**config.mk**
```make
export PLATFORM = sky130hd
export DESIGN_NAME = csrg_unit
export DESIGN_NICKNAME = d
export VERILOG_FILES = /design/src/design/csrg_pkg.sv /design/src/design/csrg_unit.sv
export SDC_FILE = /design/constraint.sdc
export NUM_CORES = 1
export LEC_CHECK = 0
export ABC_AREA = 0
export BUFFER_PORTS_ARGS = -buffer_cell sky130_fd_sc_hd__buf_4
export CAP_MARGIN = 10
export CORE_MARGIN = 2
export CORE_UTILIZATION = 52
export DETAILED_ROUTE_END_ITERATION = 7
export PLACE_DENSITY = 0.85
export SLEW_MARGIN = 20
export SYNTH_ARGS = -nofsm -noshare
export SYNTH_HDL_FRONTEND = slang
export SYNTH_SLANG_ARGS = --single-unit
```
**constraint.sdc**
```tcl
create_clock -name vclk -period 3.5
set_clock_uncertainty 0.2 [all_clocks]
set_input_delay 0.525 -clock vclk [all_inputs]
set_output_delay 0.525 -clock vclk [all_outputs]
set_load 0.01 [all_outputs]
```
**src/design/csrg_pkg.sv**
```systemverilog
// Package for the CSR graph builder and query block.
// Holds field widths, status and function codes, unit opcodes and the store strobe struct.
// Depends on nothing; every other design file imports it.
`default_nettype none

package csrg_pkg;

	// Default sizes for the top-level parameters.
	localparam int MAX_NODES_DEF = 64;
	localparam int EDGE_CAP_DEF  = 4096;
	localparam int UNIT_W_DEF    = 13;

	// Fixed field widths of the transaction payloads.
	localparam int NODE_W       = 6;
	localparam int COUNT_W      = 7;
	localparam int DEG_W        = 7;
	localparam int EDGE_TOTAL_W = 13;
	localparam int STATUS_W     = 2;

	// Register port.
	localparam int ADDR_W = 3;
	localparam int DATA_W = 32;
	localparam logic REG_NODE_COUNT = 1'b0;
	localparam logic [COUNT_W-1:0] NODE_COUNT_RST = 7'd64;

	// Input function codes.
	localparam logic FUNC_LOAD  = 1'b0;
	localparam logic FUNC_QUERY = 1'b1;

	// Result status codes.
	localparam logic [STATUS_W-1:0] STATUS_OK       = 2'd0;
	localparam logic [STATUS_W-1:0] STATUS_RANGE    = 2'd1;
	localparam logic [STATUS_W-1:0] STATUS_NO_GRAPH = 2'd2;

	// Operations of the shared step unit.
	typedef enum logic [1:0] {
		UOP_ADD,
		UOP_SUB,
		UOP_HALF
	} unit_op_t;

	// Write strobes from the sequencer to the graph stores.
	typedef struct packed {
		logic col_we;
		logic rs_we;
		logic deg_we;
		logic deg_clr;
	} store_wr_t;

	function automatic int max2(input int a, input int b);
		return (a > b) ? a : b;
	endfunction

endpackage

`default_nettype wire

```
**src/design/csrg_unit.sv**
```systemverilog
// Shared step unit of the CSR graph block: an adder with add and midpoint operations, a
// subtractor and one magnitude comparator. Depends on csrg_pkg.
`default_nettype none

module csrg_unit
	import csrg_pkg::*;
#(
	parameter int W = UNIT_W_DEF
) (
	input  wire unit_op_t       op,
	input  wire logic [W-1:0]   a,
	input  wire logic [W-1:0]   b,
	input  wire logic [W-1:0]   c,
	input  wire logic [W-1:0]   d,
	output logic      [W-1:0]   res,
	output logic                eq,
	output logic                lt
);

	logic [W:0] sum;

	assign sum = {1'b0, a} + {1'b0, b};

	always_comb begin
		case (op)
			UOP_ADD:  res = sum[W-1:0];
			UOP_SUB:  res = a - b;
			UOP_HALF: res = sum[W:1];
			default:  res = sum[W-1:0];
		endcase
	end

	assign eq = (c == d);
	assign lt = (c < d);

endmodule

`default_nettype wire

```
==> results.md <==
- Finished Layout Cells: approximately 380
- DRT iter0 DRCs: 173
- Layout Nets: ~430
- Pin count of the biggest net entering global routing: 11
- Worst hold slack: about 1.3 ns
- Antenna violations before repair: 0
- Drt total wl: between 5 and 6 mm
- Antenna diodes: 0
- Register area: 0 µm²
- Ports: 69
- Final WS setup: roughly 0.03 ns
- Net Count, Synth: 348
- Top cells by area, synth: ha_1, inv_1, xnor2_1, nor2_1, a21oi_1
- Die Ht: 62.2 µm
- Max-slew violation count: 0
- Fmax: around 290 MHz
- Synth-to-layout area growth: 42.3%
- Syn. warnings: 0
- Synthesized instance count: approximately 250
- Cell variety after synth: between 40 and 50
- Period utilization: 99.1%
- Outcome: finished, final reports clean
- Max rail drop VDD: 0.0000967 V
- Wirelength per Cell: approximately 15 µm
- Commonest cells post-synth: ha_1, inv_1, nor2_1
- Initial core utilization: between 50% and 60%
- Max FO, Critical Path: 3
- CP Data Required Time: 2.77 ns
- Final min period: about 3.5 ns
- Core area: 0.00328 mm²
- Sequential share of the synthesized area: 0%
- FF+latch count: 0
- Critical Path AT: approximately 2.7 ns
- Grt ovf: 0
- Number of global-route vias before repair: 1994
- Avg Inst Size Synth: ~7.0 µm²
- Startpoint Class: input pin
- Leakage: approximately 0.0013 µW
- Filler cells: around 240
- Post-synth top area cell: ha_1
- Hold path startpoint: b[0]
- CP endpoint kind: primary output
- Fraction of layout cells with a size suffix above 1: around a third
- First-pass GRT wire length: 8.74 mm
- Multi-input gate area: around 0.0017 mm²
- Placed inst area: ~0.0024 mm²
- Cell row count: 21
- Vias per std cell: roughly 5.8
- Setup-failing EPs final: 0
- Synthesized cell area: 0.00176 mm²
- Pwr Density: about 190 mW/mm²
- Die area: ~0.0039 mm²
- Layout clock buffers: 0
- Max-Slew Margin vs Limit: between 50 and 60%
- Die Wd: around 62 µm
- GRT Total Usage: around 26%
- Antenna viol nets, final: 0
- HP Class: input pin to primary output
- Hold Vio Cnt, Final: 0
- Gp weighted congestion: 0.903
- Worst Setup Path Type: input pin to primary output
- Critical Path Source: a[0]
- DRT Pass-1 Iters: 4
- Post-DP HPWL: around 4.3 mm
- Final design area excluding fillers: 0.00251 mm²
- DR vias: 2180
- Remaining DRCs: 0
- Yosys top cell area share: approximately 28%
- Max Cap Viol: 0
- Placed Cells: between 300 and 400
- Post-place setup slack: -0.0294 ns
- PortBufs: 69
- Worst Max-Slew Pin Slew: between 0.6 and 0.7 ns
## cell type report
cell class | count | share of cell area [%]
multi-input cells | 204 | 66.2
repair buffers | 85 | 25.4
inverters | 40 | 6.09
well taps | 46 | 2.30
## cell usage in the layout, fill, tap and decap left out, types with 2 or more instances in the layout
cell        n
o21ai_0    12
a221o_1     2
nand2b_1    3
nor3_1      4
nor2b_1     5
xor2_1      2
inv_1      39
a21oi_1    15
a21o_1      4
nor2_1     25
o211ai_1    2
buf_4      85
ha_2        2
o21ai_1     2
a221oi_1    3
a221oi_2    2
o22ai_1     6
nand4_1     3
fa_1        2
o21bai_1    2
ha_1       37
a2111oi_0   2
xnor2_1    13
nand3_1     3
nand2_1    15
o21a_1      6
a22oi_1     4
o221ai_1    3
## kinds of logic (layout without fill, tap and decap cells)
logic type / after synthesis / after routing / share of synthesized area (%)
compound gates: 85 / 85 / 34.8
simple gates: 62 / 62 / 15.9
buf+inv: 48 / 125 / 11.2
fa+ha+maj: 42 / 42 / 30.7
xor+xnor: 15 / 15 / 7.46
## routing by layer
metal | global-route usage [%] | up-vias | wire, µm
met5 | 0 | - | 0
met4 | 1.67 | 0 | 76
met3 | 2.17 | 8 | 430
met2 | 47.7 | 122 | 2740
met1 | 34.5 | 991 | 2300
li1 | - | 1059 | -
## what timing repair did
item / 4_1_cts / 5_1_grt
resized for setup: 3 / 16
endpoints found under the setup margin: 3 / 4
pin swaps: 2 / 5
gates cloned: 0 / 0
buffers inserted: 0 / 2
hold buffers: 0 / 0
## power by group
group	internal, µW	switching (µW)
Combinational	236	241
Clock	0	0
Sequential	0	0
Total	236	241
## critical path, cell delays in order
cell and delay, ns:
buf_4 0.09, ha_1 0.17, inv_1 0.06, fa_1 0.41, o21bai_2 0.21, a2111oi_4 0.12, o41ai_2 0.39, o21ai_1 0.21
o221a_2 0.28, o22ai_1 0.14, buf_4 0.15
## through the flow
step / util [%] / setup TNS, ns / power, µW
after floorplan: - / 0 / 270
after global placement: 73.0 / 0 / 429
after detailed placement: 73.0 / -0.0510 / 438
after CTS: 73.2 / 0 / 443
after global routing: 76.3 / -0.0991 / 517
final: 76.3 / 0 / 477
## final timing paths
check                      to  cells after the start  slack [ns]
worst max-delay path  res[10]                     11        0.03
worst min-delay path   res[0]                      4        1.26
Note: power is estimated with default switching activity, not from simulation.
